==> src/rtl/uffx_pkg.sv <==
package uffx_pkg;

    localparam int RX_DEPTH = 64;
    localparam int TX_DEPTH = 64;
    localparam int RX_PTR_W = $clog2(RX_DEPTH);
    localparam int TX_PTR_W = $clog2(TX_DEPTH);
    localparam int DATA_W   = 8;
    localparam int COUNT_W  = 6;
    localparam int THRESH_W = 6;
    localparam int CFG_IDX_W = 3;

    // request kinds
    localparam logic [1:0] FUNC_LINE_RX  = 2'd0;
    localparam logic [1:0] FUNC_HOST_WR  = 2'd1;
    localparam logic [1:0] FUNC_HOST_RD  = 2'd2;
    localparam logic [1:0] FUNC_LINE_TX  = 2'd3;

    localparam logic [2:0] ST_OK      = 3'd0;
    localparam logic [2:0] ST_EMPTY   = 3'd1;
    localparam logic [2:0] ST_FULL    = 3'd2;
    localparam logic [2:0] ST_HELD    = 3'd3;
    localparam logic [2:0] ST_DROPPED = 3'd4;

    localparam logic [CFG_IDX_W-1:0] CFG_FLOW_ENABLE = 3'd0;
    localparam logic [CFG_IDX_W-1:0] CFG_STOP_THRESH = 3'd1;
    localparam logic [CFG_IDX_W-1:0] CFG_RESUME_THRESH = 3'd2;
    localparam logic [CFG_IDX_W-1:0] CFG_RESUME_CHAR = 3'd3;
    localparam logic [CFG_IDX_W-1:0] CFG_STOP_CHAR = 3'd4;

    typedef struct packed {
        logic                flow_enable;
        logic [THRESH_W-1:0] stop_threshold;
        logic [THRESH_W-1:0] resume_threshold;
        logic [DATA_W-1:0]   resume_char;
        logic [DATA_W-1:0]   stop_char;
    } cfg_t;

    typedef struct packed {
        logic                we;
        logic [RX_PTR_W-1:0] waddr;
        logic [DATA_W-1:0]   wdata;
        logic                re;
        logic [RX_PTR_W-1:0] raddr;
    } rx_ram_req_t;

    typedef struct packed {
        logic                we;
        logic [TX_PTR_W-1:0] waddr;
        logic [DATA_W-1:0]   wdata;
        logic                re;
        logic [TX_PTR_W-1:0] raddr;
    } tx_ram_req_t;

    // report a count modulo 64
    function automatic logic [COUNT_W-1:0] count_field(input logic [31:0] v);
        return v[COUNT_W-1:0];
    endfunction

endpackage

==> src/rtl/uffx_ram.sv <==
module uffx_ram #(
    parameter int WIDTH = 8,
    parameter int DEPTH = 64
) (
    input  logic                     clk,
    input  logic                     we,
    input  logic [$clog2(DEPTH)-1:0] waddr,
    input  logic [WIDTH-1:0]         wdata,
    input  logic                     re,
    input  logic [$clog2(DEPTH)-1:0] raddr,
    output logic [WIDTH-1:0]         rdata
);

    logic [WIDTH-1:0] mem [DEPTH];
    logic [WIDTH-1:0] rdata_reg;

    always_ff @(posedge clk)
    begin
        if (we)
        begin
            mem[waddr] <= wdata;
        end
        if (re)
        begin
            rdata_reg <= mem[raddr];
        end
    end

    assign rdata = rdata_reg;

endmodule

==> src/rtl/uffx_cfg.sv <==
module uffx_cfg (
    input  logic                           clk,
    input  logic                           rst_n,
    input  logic                           cfg_wen,
    input  logic [uffx_pkg::CFG_IDX_W-1:0] cfg_index,
    input  logic [uffx_pkg::DATA_W-1:0]    cfg_data,
    output uffx_pkg::cfg_t                 cfg
);
    import uffx_pkg::*;

    cfg_t cfg_reg;
    cfg_t cfg_next;

    always_comb
    begin
        cfg_next = cfg_reg;
        if (cfg_wen)
        begin
            unique case (cfg_index)
                CFG_FLOW_ENABLE:   cfg_next.flow_enable = cfg_data[0];
                CFG_STOP_THRESH:   cfg_next.stop_threshold = cfg_data[THRESH_W-1:0];
                CFG_RESUME_THRESH: cfg_next.resume_threshold = cfg_data[THRESH_W-1:0];
                CFG_RESUME_CHAR:   cfg_next.resume_char = cfg_data;
                CFG_STOP_CHAR:     cfg_next.stop_char = cfg_data;
                default:           cfg_next = cfg_reg;
            endcase
        end
    end

    always_ff @(posedge clk or negedge rst_n)
    begin
        if (!rst_n)
        begin
            cfg_reg.flow_enable      <= 1'b1;
            cfg_reg.stop_threshold   <= THRESH_W'(48);
            cfg_reg.resume_threshold <= THRESH_W'(16);
            cfg_reg.resume_char      <= DATA_W'(17);
            cfg_reg.stop_char        <= DATA_W'(19);
        end
        else
        begin
            cfg_reg <= cfg_next;
        end
    end

    assign cfg = cfg_reg;

endmodule

==> src/rtl/uffx_ctrl.sv <==
module uffx_ctrl (
    input  logic                         clk,
    input  logic                         rst_n,
    input  uffx_pkg::cfg_t               cfg,
    input  logic                         in_valid,
    output logic                         in_stall,
    input  logic [1:0]                   func,
    input  logic [uffx_pkg::DATA_W-1:0]  data_in,
    output logic                         out_valid,
    input  logic                         out_stall,
    output logic [2:0]                   status,
    output logic [uffx_pkg::DATA_W-1:0]  data_out,
    output logic                         data_valid,
    output logic                         control_lost,
    output logic [uffx_pkg::COUNT_W-1:0] receive_count,
    output logic [uffx_pkg::COUNT_W-1:0] transmit_count,
    output uffx_pkg::rx_ram_req_t        rx_req,
    input  logic [uffx_pkg::DATA_W-1:0]  rx_rdata,
    output uffx_pkg::tx_ram_req_t        tx_req,
    input  logic [uffx_pkg::DATA_W-1:0]  tx_rdata
);
    import uffx_pkg::*;

    localparam logic [RX_PTR_W-1:0] RX_LAST = RX_PTR_W'(RX_DEPTH - 1);
    localparam logic [TX_PTR_W-1:0] TX_LAST = TX_PTR_W'(TX_DEPTH - 1);
    localparam logic [RX_PTR_W:0]   RX_DEPTH_E = (RX_PTR_W + 1)'(RX_DEPTH);
    localparam logic [TX_PTR_W:0]   TX_DEPTH_E = (TX_PTR_W + 1)'(TX_DEPTH);

    logic [RX_PTR_W-1:0] rx_wr_reg, rx_wr_next, rx_rd_reg, rx_rd_next;
    logic [TX_PTR_W-1:0] tx_wr_reg, tx_wr_next, tx_rd_reg, tx_rd_next;
    logic                send_allowed_reg, send_allowed_next;
    logic                peer_running_reg, peer_running_next;
    logic                pend_reg, pend_next;
    logic                push2_reg, push2_next;
    logic [2:0]          pend_status_reg, pend_status_next;
    logic                pend_valid_reg, pend_valid_next;
    logic                pend_lost_reg, pend_lost_next;
    logic                pend_src_tx_reg, pend_src_tx_next;
    logic                out_valid_reg, out_valid_next;
    logic [2:0]          out_status_reg;
    logic [DATA_W-1:0]   out_data_reg;
    logic                out_dvalid_reg;
    logic                out_lost_reg;
    logic [COUNT_W-1:0]  out_rx_cnt_reg;
    logic [COUNT_W-1:0]  out_tx_cnt_reg;

    logic [RX_PTR_W:0]   rx_diff, rx_wrap;
    logic [TX_PTR_W:0]   tx_diff, tx_wrap;
    logic [RX_PTR_W-1:0] rx_cnt;
    logic [TX_PTR_W-1:0] tx_cnt;
    logic [TX_PTR_W-1:0] tx_rd_dec;
    logic                tx_full;
    logic                accept;
    logic                move;
    logic                is_xon, is_xoff;
    logic                stop_hit, resume_hit, peer_after_stop;

    always_comb
    begin
        rx_diff = {1'b0, rx_wr_reg} - {1'b0, rx_rd_reg};
        rx_wrap = rx_diff + RX_DEPTH_E;
        rx_cnt  = (rx_wr_reg >= rx_rd_reg) ? rx_diff[RX_PTR_W-1:0] : rx_wrap[RX_PTR_W-1:0];
        tx_diff = {1'b0, tx_wr_reg} - {1'b0, tx_rd_reg};
        tx_wrap = tx_diff + TX_DEPTH_E;
        tx_cnt  = (tx_wr_reg >= tx_rd_reg) ? tx_diff[TX_PTR_W-1:0] : tx_wrap[TX_PTR_W-1:0];
    end

    assign tx_full   = (tx_cnt == TX_LAST);
    assign tx_rd_dec = (tx_rd_reg == '0) ? TX_LAST : tx_rd_reg - 1'b1;
    assign accept    = in_valid && !pend_reg;
    assign move      = pend_reg && !push2_reg && (!out_valid_reg || !out_stall);

    assign is_xon  = cfg.flow_enable && (data_in == cfg.resume_char);
    assign is_xoff = cfg.flow_enable && !is_xon && (data_in == cfg.stop_char);

    // threshold checks use the count before storing
    assign stop_hit = cfg.flow_enable && peer_running_reg
                      && (32'(rx_cnt) > 32'(cfg.stop_threshold));
    assign peer_after_stop = stop_hit ? 1'b0 : peer_running_reg;
    assign resume_hit = cfg.flow_enable && !peer_after_stop
                        && (32'(rx_cnt) < 32'(cfg.resume_threshold));

    always_comb
    begin
        rx_wr_next        = rx_wr_reg;
        rx_rd_next        = rx_rd_reg;
        tx_wr_next        = tx_wr_reg;
        tx_rd_next        = tx_rd_reg;
        send_allowed_next = send_allowed_reg;
        peer_running_next = peer_running_reg;
        pend_next         = pend_reg;
        push2_next        = push2_reg;
        pend_status_next  = pend_status_reg;
        pend_valid_next   = pend_valid_reg;
        pend_lost_next    = pend_lost_reg;
        pend_src_tx_next  = pend_src_tx_reg;
        rx_req            = '0;
        tx_req            = '0;

        // second control byte of a request that crossed both thresholds
        if (push2_reg)
        begin
            push2_next = 1'b0;
            if (tx_full)
            begin
                pend_lost_next = 1'b1;
            end
            else
            begin
                tx_req.we    = 1'b1;
                tx_req.waddr = tx_rd_dec;
                tx_req.wdata = cfg.resume_char;
                tx_rd_next   = tx_rd_dec;
            end
        end

        if (move)
        begin
            pend_next = 1'b0;
        end

        if (accept)
        begin
            pend_next        = 1'b1;
            pend_status_next = ST_OK;
            pend_valid_next  = 1'b0;
            pend_lost_next   = 1'b0;
            pend_src_tx_next = 1'b0;
            unique case (func)
                FUNC_LINE_RX:
                begin
                    if (is_xon)
                    begin
                        send_allowed_next = 1'b1;
                    end
                    else if (is_xoff)
                    begin
                        send_allowed_next = 1'b0;
                    end
                    else
                    begin
                        if (rx_cnt != RX_LAST)
                        begin
                            rx_req.we    = 1'b1;
                            rx_req.waddr = rx_wr_reg;
                            rx_req.wdata = data_in;
                            rx_wr_next   = (rx_wr_reg == RX_LAST) ? '0 : rx_wr_reg + 1'b1;
                        end
                        else
                        begin
                            pend_status_next = ST_DROPPED;
                        end
                        if (stop_hit || resume_hit)
                        begin
                            peer_running_next = resume_hit;
                            if (tx_full)
                            begin
                                pend_lost_next = 1'b1;
                            end
                            else
                            begin
                                tx_req.we    = 1'b1;
                                tx_req.waddr = tx_rd_dec;
                                tx_req.wdata = stop_hit ? cfg.stop_char : cfg.resume_char;
                                tx_rd_next   = tx_rd_dec;
                            end
                            push2_next = stop_hit && resume_hit;
                        end
                    end
                end
                FUNC_HOST_WR:
                begin
                    if (tx_full)
                    begin
                        pend_status_next = ST_FULL;
                    end
                    else
                    begin
                        tx_req.we    = 1'b1;
                        tx_req.waddr = tx_wr_reg;
                        tx_req.wdata = data_in;
                        tx_wr_next   = (tx_wr_reg == TX_LAST) ? '0 : tx_wr_reg + 1'b1;
                    end
                end
                FUNC_HOST_RD:
                begin
                    if (rx_cnt == '0)
                    begin
                        pend_status_next = ST_EMPTY;
                    end
                    else
                    begin
                        rx_req.re       = 1'b1;
                        rx_req.raddr    = rx_rd_reg;
                        pend_valid_next = 1'b1;
                        rx_rd_next      = (rx_rd_reg == RX_LAST) ? '0 : rx_rd_reg + 1'b1;
                    end
                end
                FUNC_LINE_TX:
                begin
                    if (tx_cnt == '0)
                    begin
                        pend_status_next = ST_EMPTY;
                    end
                    else if (cfg.flow_enable && !send_allowed_reg)
                    begin
                        pend_status_next = ST_HELD;
                    end
                    else
                    begin
                        tx_req.re        = 1'b1;
                        tx_req.raddr     = tx_rd_reg;
                        pend_valid_next  = 1'b1;
                        pend_src_tx_next = 1'b1;
                        tx_rd_next       = (tx_rd_reg == TX_LAST) ? '0 : tx_rd_reg + 1'b1;
                    end
                end
                default:
                begin
                    pend_status_next = ST_OK;
                end
            endcase
        end

        out_valid_next = move || (out_valid_reg && out_stall);
    end

    always_ff @(posedge clk or negedge rst_n)
    begin
        if (!rst_n)
        begin
            rx_wr_reg        <= '0;
            rx_rd_reg        <= '0;
            tx_wr_reg        <= '0;
            tx_rd_reg        <= '0;
            send_allowed_reg <= 1'b1;
            peer_running_reg <= 1'b1;
            pend_reg         <= 1'b0;
            push2_reg        <= 1'b0;
            out_valid_reg    <= 1'b0;
        end
        else
        begin
            rx_wr_reg        <= rx_wr_next;
            rx_rd_reg        <= rx_rd_next;
            tx_wr_reg        <= tx_wr_next;
            tx_rd_reg        <= tx_rd_next;
            send_allowed_reg <= send_allowed_next;
            peer_running_reg <= peer_running_next;
            pend_reg         <= pend_next;
            push2_reg        <= push2_next;
            out_valid_reg    <= out_valid_next;
        end
    end

    always_ff @(posedge clk)
    begin
        pend_status_reg <= pend_status_next;
        pend_valid_reg  <= pend_valid_next;
        pend_lost_reg   <= pend_lost_next;
        pend_src_tx_reg <= pend_src_tx_next;
        // pointers are final here: no request is taken while one is pending
        if (move)
        begin
            out_status_reg <= pend_status_reg;
            out_dvalid_reg <= pend_valid_reg;
            out_lost_reg   <= pend_lost_reg;
            out_data_reg   <= !pend_valid_reg ? '0 : (pend_src_tx_reg ? tx_rdata : rx_rdata);
            out_rx_cnt_reg <= count_field(32'(rx_cnt));
            out_tx_cnt_reg <= count_field(32'(tx_cnt));
        end
    end

    assign in_stall       = pend_reg;
    assign out_valid      = out_valid_reg;
    assign status         = out_status_reg;
    assign data_out       = out_data_reg;
    assign data_valid     = out_dvalid_reg;
    assign control_lost   = out_lost_reg;
    assign receive_count  = out_rx_cnt_reg;
    assign transmit_count = out_tx_cnt_reg;

endmodule

==> src/rtl/uart_fifo_xon_xoff_flow.sv <==
// Timing: a request is held in the pending register while its ring read completes, then moves
//   to the output registers; a line byte that sends both XOFF and XON waits while the second
//   control byte takes its own write, and a stalled output holds it. in_stall stays high while
//   a request is pending, so a new request is taken only after the last one has moved on.
// Reset: ring pointers cleared, send and peer flags go, registers at their defaults;
//   ring contents are not cleared, so no clearing pass follows reset.
module uart_fifo_xon_xoff_flow (
    input  logic                           clk,
    input  logic                           rst_n,
    input  logic                           cfg_wen,
    input  logic [uffx_pkg::CFG_IDX_W-1:0] cfg_index,
    input  logic [uffx_pkg::DATA_W-1:0]    cfg_data,
    input  logic                           in_valid,
    output logic                           in_stall,
    input  logic [1:0]                     func,
    input  logic [uffx_pkg::DATA_W-1:0]    data_in,
    output logic                           out_valid,
    input  logic                           out_stall,
    output logic [2:0]                     status,
    output logic [uffx_pkg::DATA_W-1:0]    data_out,
    output logic                           data_valid,
    output logic                           control_lost,
    output logic [uffx_pkg::COUNT_W-1:0]   receive_count,
    output logic [uffx_pkg::COUNT_W-1:0]   transmit_count
);
    import uffx_pkg::*;

    cfg_t              cfg;
    rx_ram_req_t       rx_req;
    tx_ram_req_t       tx_req;
    logic [DATA_W-1:0] rx_rdata;
    logic [DATA_W-1:0] tx_rdata;

    uffx_cfg u_cfg (
        .clk       (clk),
        .rst_n     (rst_n),
        .cfg_wen   (cfg_wen),
        .cfg_index (cfg_index),
        .cfg_data  (cfg_data),
        .cfg       (cfg)
    );

    uffx_ram #(
        .WIDTH (DATA_W),
        .DEPTH (RX_DEPTH)
    ) u_rx_ram (
        .clk   (clk),
        .we    (rx_req.we),
        .waddr (rx_req.waddr),
        .wdata (rx_req.wdata),
        .re    (rx_req.re),
        .raddr (rx_req.raddr),
        .rdata (rx_rdata)
    );

    uffx_ram #(
        .WIDTH (DATA_W),
        .DEPTH (TX_DEPTH)
    ) u_tx_ram (
        .clk   (clk),
        .we    (tx_req.we),
        .waddr (tx_req.waddr),
        .wdata (tx_req.wdata),
        .re    (tx_req.re),
        .raddr (tx_req.raddr),
        .rdata (tx_rdata)
    );

    uffx_ctrl u_ctrl (
        .clk            (clk),
        .rst_n          (rst_n),
        .cfg            (cfg),
        .in_valid       (in_valid),
        .in_stall       (in_stall),
        .func           (func),
        .data_in        (data_in),
        .out_valid      (out_valid),
        .out_stall      (out_stall),
        .status         (status),
        .data_out       (data_out),
        .data_valid     (data_valid),
        .control_lost   (control_lost),
        .receive_count  (receive_count),
        .transmit_count (transmit_count),
        .rx_req         (rx_req),
        .rx_rdata       (rx_rdata),
        .tx_req         (tx_req),
        .tx_rdata       (tx_rdata)
    );

endmodule

==> config.mk <==
export PLATFORM = sky130hd
export DESIGN_NAME = uart_fifo_xon_xoff_flow
export DESIGN_NICKNAME = d
export VERILOG_FILES = /design/src/rtl/uffx_pkg.sv /design/src/rtl/uffx_ram.sv /design/src/rtl/uffx_cfg.sv /design/src/rtl/uffx_ctrl.sv /design/src/rtl/uart_fifo_xon_xoff_flow.sv
export SDC_FILE = /design/constraint.sdc
export NUM_CORES = 1
export LEC_CHECK = 0
export ABC_AREA = 1
export BUFFER_PORTS_ARGS = -buffer_cell sky130_fd_sc_hd__buf_2
export CORE_ASPECT_RATIO = 1.75
export CORE_UTILIZATION = 61
export CTS_BUF_LIST = sky130_fd_sc_hd__clkbuf_4 sky130_fd_sc_hd__clkbuf_8 sky130_fd_sc_hd__clkbuf_16
export DETAILED_ROUTE_END_ITERATION = 12
export GPL_TIMING_DRIVEN = 0
export PLACE_DENSITY = 0.84
export SLEW_MARGIN = 20
export SYNTH_ARGS = -nofsm -noshare
export SYNTH_HDL_FRONTEND = slang
export SYNTH_HIERARCHICAL = 1
export SYNTH_SLANG_ARGS = --single-unit
==> constraint.sdc <==
create_clock -name clk -period 9.8 [get_ports clk]
set_clock_uncertainty 0.15 [all_clocks]
set_input_delay 0.49 -clock clk [delete_from_list [all_inputs] [get_ports clk]]
set_output_delay 0.49 -clock clk [all_outputs]
set_load 0.005 [all_outputs]
## Yosys cells after proc, flatten, opt, wreduce, memory -nomap -nowiden

Memories as Yosys holds them, arrays and structs flattened. A register that Yosys moved wholly into a read port is not among the register bits.
Index checks and enable logic that the tools add are counted.

| word-level totals | value |
|---|---|
| RAM bits | 1024 |
| register bits after elaboration | 89 |
| memories kept | 2 |
| output and inout bits | 27 |
| logic and storage cells | 173 |
| input bits | 26 |

| cells by class | value |
|---|---|
| magnitude comparators | 4 |
| multiplexer cells | 72 |
| add/subtract/negate cells | 9 |
| equal/unequal tests | 15 |
| bitwise operators | 4 |
| reduce and logical (&&, ||, !) cells | 43 |

Memories:

| name | depth | width | rd ports | clocked after Yosys merged registers in | write ports | RTL line | source |
|---|---|---|---|---|---|---|---|
| u_rx_ram.mem | 64 | 8 | 1 | 1 | 1 | uffx_ram.sv:14 | `logic [WIDTH-1:0] mem [DEPTH];` |
| u_tx_ram.mem | 64 | 8 | 1 | 1 | 1 | uffx_ram.sv:14 |  |

Operators with widths:

| operator | count |
|---|---|
| $mux 15 | 11 |
| $mux 6 | 16 |
| $mux 22 | 2 |
| $add 6x1->6 const B | 6 |
| $mux 7 | 5 |
| $eq 6x6->1 const B | 5 |
| $pmux 15 s2 | 1 |
| $mux 1 | 26 |
| $logic_not 6->1 | 3 |
| $eq 8x8->1 | 2 |
| $mux 8 | 2 |
| $logic_and 1x1->1 | 13 |
| $ge 6x6->1 | 2 |
| $mux 3 | 4 |
| $pmux 3 s4 | 1 |
| $pmux 6 s2 | 1 |
| $reduce_and 2->1 | 6 |
| $sub 6x6->6 | 2 |
| $reduce_and 5->1 | 2 |
| $reduce_and 3->1 | 3 |
| $reduce_bool 2->1 | 4 |
| $logic_not 1->1 | 7 |
| $eq 3x2->1 const B | 2 |
| $gt 6x6->1 | 1 |
| 13 further kinds | 20 |

## Longest topological paths before layout

| depth | value |
|---|---|
| word-level depth | 17 |
| gate-level depth with buffers | 30 |
| mapped depth without buffers | 27 |

## Modules after synthesis

Netlist, hierarchy kept.

Modules (own cells, without submodules):

| module | cells each | instances | area an instance (µm²) | seq. area each (µm²) |
|---|---|---|---|---|
| uffx_ram (u_tx_ram) | 1805 | 1 | 21419.3 | 15615.0 |
| uffx_ram (u_rx_ram) | 1819 | 1 | 21379.3 | 15615.0 |
| uffx_ctrl | 766 | 1 | 5197.5 | 1659.1 |
| uffx_cfg | 137 | 1 | 1214.9 | 737.0 |

## Least setup slack after synthesis

Ideal clock, no wire load.

| path | value |
|---|---|
| path type | register to register |
| from | register u_ctrl.rx_wr_reg[0] |
| to | memory u_tx_ram.mem[0][3] (data pin) |
| setup time | 0.702 ns |
| buffers on the path | 0 |
| stages on the path, launching flop included | 19 |
| path slack | 3.846 ns |
| arrival time | 5.103 ns |
| data required time | 8.948 ns |
| clock period less this slack | 5.954 ns |
| path through | dfrtp_1 > inv_1 > ha_1 > inv_1 > fa_1 > a21oi_1 > o21ai_0 > xnor2_1 > inv_1 > ha_1 > nand2_1 > nor2_1 > o21ai_0 > inv_1 > o21ai_2 > o31ai_4 > nand2_2 > nor2_1 > o21ai_0 |

RTL lines:

| item | RTL line | source |
|---|---|---|
| from (decl) | uffx_ctrl.sv:29 | `logic [RX_PTR_W-1:0] rx_wr_reg, rx_wr_next, rx_rd_reg, rx_rd_next;` |
| from (signal assigned) | uffx_ctrl.sv:244 | `rx_wr_reg <= rx_wr_next;` |
| to (decl) | uffx_ram.sv:14 |  |

==> Flow_metrics.wiki <==
{| class="wikitable"
! Metric !! Value
|-
| Y dimension of the die || 378 microns
|-
| Portion of total power attributed to combinational logic || 17.7%
|-
| Total count of hold-check failures in the final report || 0
|-
| Most frequent cells in the layout || 1,582 x nand2_1, 1,071 x edfxtp_1, 950 x nand3_1, 209 x nor2_1, 145 x buf_2
|-
| Slowest stage cell on the critical path || nor2_1
|-
| Worst EP required || 9.96 ns
|-
| Placed wire-length estimate after detailed placement || 112 mm
|-
| Routed via count divided by cell count || 6.13
|-
| Post-Place Cells || 5,658
|-
| Remaining global-route overflow || 0
|-
| Number of violations reported at the end of detailed-routing iteration 0 || 4,268
|-
| Buffer type at the clock tree root || clkbuf_16
|-
| Commonest non-fill, non-tap cell in the layout || nand2_1
|-
| Category of the critical setup timing path || reg -> reg
|-
| Delay contributed by the slowest stage of the critical path || 1.06 ns
|-
| Total via count after detailed routing || 35,800
|-
| R2R Path Start || u_ctrl/rx_rd_reg[2]
|-
| Mux share of post-synthesis cell area || 0%
|-
| Final worst-path cycle share || 65.6%
|-
| Number of filler cells placed in the layout || 5,673
|-
| Net switching fraction of the power || 28.2%
|-
| Post-synthesis share of cell area spent on xor and xnor gates || 0.425%
|-
| Startpoint of the tightest hold check path || cfg_index[1]
|-
| CTS sink count || 1,129
|-
| Max Buffers Root-to-Sink || 3
|-
| Worst-Margin Slew || 1.20 ns
|-
| Dominant combinational cell family by area after synthesis || simple AND/OR/NAND/NOR gates
|-
| All-Layer GR Usage || 38.0%
|-
| Flops & latches, synth || 1,129
|-
| Sequential area share after synthesis || 68.3%
|-
| Core ar. || 79,700 sq um
|-
| Number of nets in the synthesized netlist || 4,586
|-
| Critical path capture point type || flop
|-
| Leading post-synthesis cells by cell area || edfxtp_1 65%, nand2_1 12%, nand3_1 9.7%, dfrtp_1 2.4%, nor2_1 1.7%
|-
| Data arrival time of the critical path || 6.59 ns
|-
| Max transition margin || 19.4%
|-
| DRT antenna net count || 0
|-
| Effective utilization at floorplan || 61.7%
|-
| Fraction of layout instances using a drive strength above 1 || 11.3%
|-
| Row count || 137
|-
| Mapped Cells || 4,527
|-
| Antenna violations before repair || 1
|-
| Non-filler instance count after layout || 5,842
|-
| Worst setup SP type || flop
|-
| Final critical-path required period || 6.43 ns
|-
| Depth of the CTS H-tree || 3
|-
| Power per cell area || 208 nW/um^2
|-
| CP dominant cell by count || nand2_1
|-
| Internal power || 8.22 mW
|-
| Area share of fa/ha/maj cells after synthesis || 0.870%
|-
| Start point of the critical path || u_ctrl/rx_rd_reg[2]
|-
| Count of final max-slew check failures || 0
|-
| Post-CTS Setup Inserts || 0
|-
| Critical path buffers and inverters || 4
|-
| Crit-path leading delay family || simple AND/OR/NAND/NOR gates
|-
| Maximum number of pins on one net before global-route repair || 65
|-
| Overall power of the completed layout || 11.5 mW
|-
| Share of the synthesized area in compound gates (AO/OA/AOI/OAI) || 1.09%
|-
| Syn Area/Cell || 10.9 sq um
|-
| Max-cap check violation count || 0
|-
| Maximum vdd drop || 166 uV
|-
| Via count of the first global-routing pass || 35,000
|-
| Setup repair after global routing missed its margin || no
|-
| Routed WL || 153 mm
|-
| Area growth syn-to-layout || 11.7%
|-
| Outcome || completed
|-
| CTS Buf Count || 92
|-
| Static leakage power || 20.8 nW
|-
| Total negative slack || 0 ns
|-
| Synthesized cell area || 49,200 sq um
|-
| Pre-antenna DRT Iters || 6
|-
| Worst-skew pair later-pin latency || 0.70 ns
|-
| Total number of yosys warnings || 6
|-
| Average detailed-routed wire length per instance || 26.2 microns
|-
| DRC violations left || 0
|-
| Die Area || 81,900 sq um
|-
| Power share of the sequential group || 48.9%
|-
| Unique cell type count in the Yosys netlist || 45
|-
| Most area-hungry cell type in the Yosys netlist || edfxtp_1
|-
| Net switching component of the power || 3.23 mW
|-
| Die extent in x || 217 microns
|-
| Area fraction in and, or, nand and nor cells after synthesis || 24.7%
|-
| Final nets || 4,784
|-
| Total of endpoints with negative setup slack in the final report || 0
|-
| Buffers added on ports || 52
|-
| Gp weighted congestion || 1.03
|-
| Path type of the worst min-delay path || in -> reg
|-
| Synth top area share || 65.4%
|-
| Upper clock frequency limit || 156 MHz
|-
| I/O pin count || 53
|-
| Clock share of power || 33.4%
|-
| Peak fanout along the critical path || 9
|-
| TritonCTS clock tree || built
|-
| CTS clock-pin slew for the worst setup and hold paths || 0.07 ns
|-
| First-pass GRT wire length || 221 mm
|}
[cells in the mapped netlist (all sizes together)]
cell type	instances
a211oi	1
a21oi	30
a31oi	2
and2	2
and3	1
buf	211
clkbuf	26
clkinv	2
dfrtp	47
dfstp	11
edfxtp	1071
fa	2
ha	31
inv	154
nand2	1599
nand3	953
nand3b	4
nand4	24
nor2	239
nor3	15
nor4	10
o21ai	56
o21bai	3
o22ai	5
o31ai	1
or2	4
xnor2	9
xor2	14
[worst reg2reg max path, stage by stage (launching register included)]
cell and delay [ns]:
dfrtp_1 0.44, inv_1 0.09, ha_1 0.35, nand3_1 0.11, nand3_1 0.08, nand2_1 0.06
nand2_1 0.07, a21oi_2 0.07, xnor2_1 0.39, ha_1 0.33, nand2_1 0.10, nor2_1 0.06
o21ai_0 0.08, inv_1 0.07, o21ai_2 0.33, o31ai_4 0.20, nand2_2 0.18, nand3_1 0.09
nand2_1 0.08, nand2_1 0.05, nand2_1 0.05, nand2_1 0.11, clkbuf_1 0.26, inv_1 0.31
nand4_1 0.86, nor2_1 1.06
[final cells by class]
type                    instances  area, sq um  share of cell area, %
flip-flops and latches       1129        33600                   61.2
multi-input cells            3005        13500                   24.6
clock buffers                 113         2560                   4.66
plain buffers                 237         1650                   3.00
well taps                    1042         1300                   2.37
repair buffers                104         1110                   2.02
inverters                     156          596                   1.08
clock inverters                55          564                   1.03
diodes                          1         2.50                0.00455
[cells by family after synthesis]
group	count (synthesis)
AND/OR/NAND/NOR	2851
flip-flops	1129
buffers and inverters	393
AO/OA/AOI/OAI	98
adder cells (fa/ha/maj)	33
XOR/XNOR	23
[routing by layer]
metal	GRT usage [%]	wire length (microns)	share of wire, %
met1	36.3	45300	30
met2	67.7	79100	52
met3	7.40	12000	7.8
met4	35.9	16800	11
met5	0	13	0.0085
[power by group through the flow]
stage	registers, mW	clock network [mW]	logic [mW]
final	5.60	3.82	2.02
after CTS	5.60	3.84	1.97
after detailed placement	5.70	0	1.96
after global routing	5.61	4.02	2.19
after global placement	5.71	0	1.86
after floorplan	5.66	0	1.25
[repair_timing]
action / 4_1_cts / 5_1_grt
hold buffers: 14 / 0
gates resized for setup: 0 / 0
hold endpoints to repair: 78 / 0
[per-stage QoR]
| step | instance area (sq um) | hold WS [ns] | setup WS [ns] | utilization (%) |
|---|---|---|---|---|
| after global routing | 54900 | 0.0336 | 3.14 | 68.9 |
| after detailed placement | 51700 | 0.269 | 3.67 | 64.8 |
| final | 55000 | 0.0139 | 3.37 | 68.9 |
| after floorplan | 49200 | 0.0444 | 3.85 | - |
| after global placement | 50800 | 0.255 | -0.870 | 63.7 |
| after CTS | 54900 | 0.00327 | 3.64 | 68.9 |
[worst paths after layout]
check,endpoint,slack [ns],cells past startpoint
max,u_tx_ram/mem[29][3],3.37,25
min,u_cfg/cfg[26],0.01,4
max reg2reg,u_tx_ram/mem[29][3],3.37,25
min reg2reg,u_ctrl/status[1],0.28,0
max in group asynchronous,u_ctrl/rx_wr_reg[5],8.72,2
min in group asynchronous,u_cfg/cfg[6],0.26,2
No activity file was read; power rests on OpenSTA's default activity.
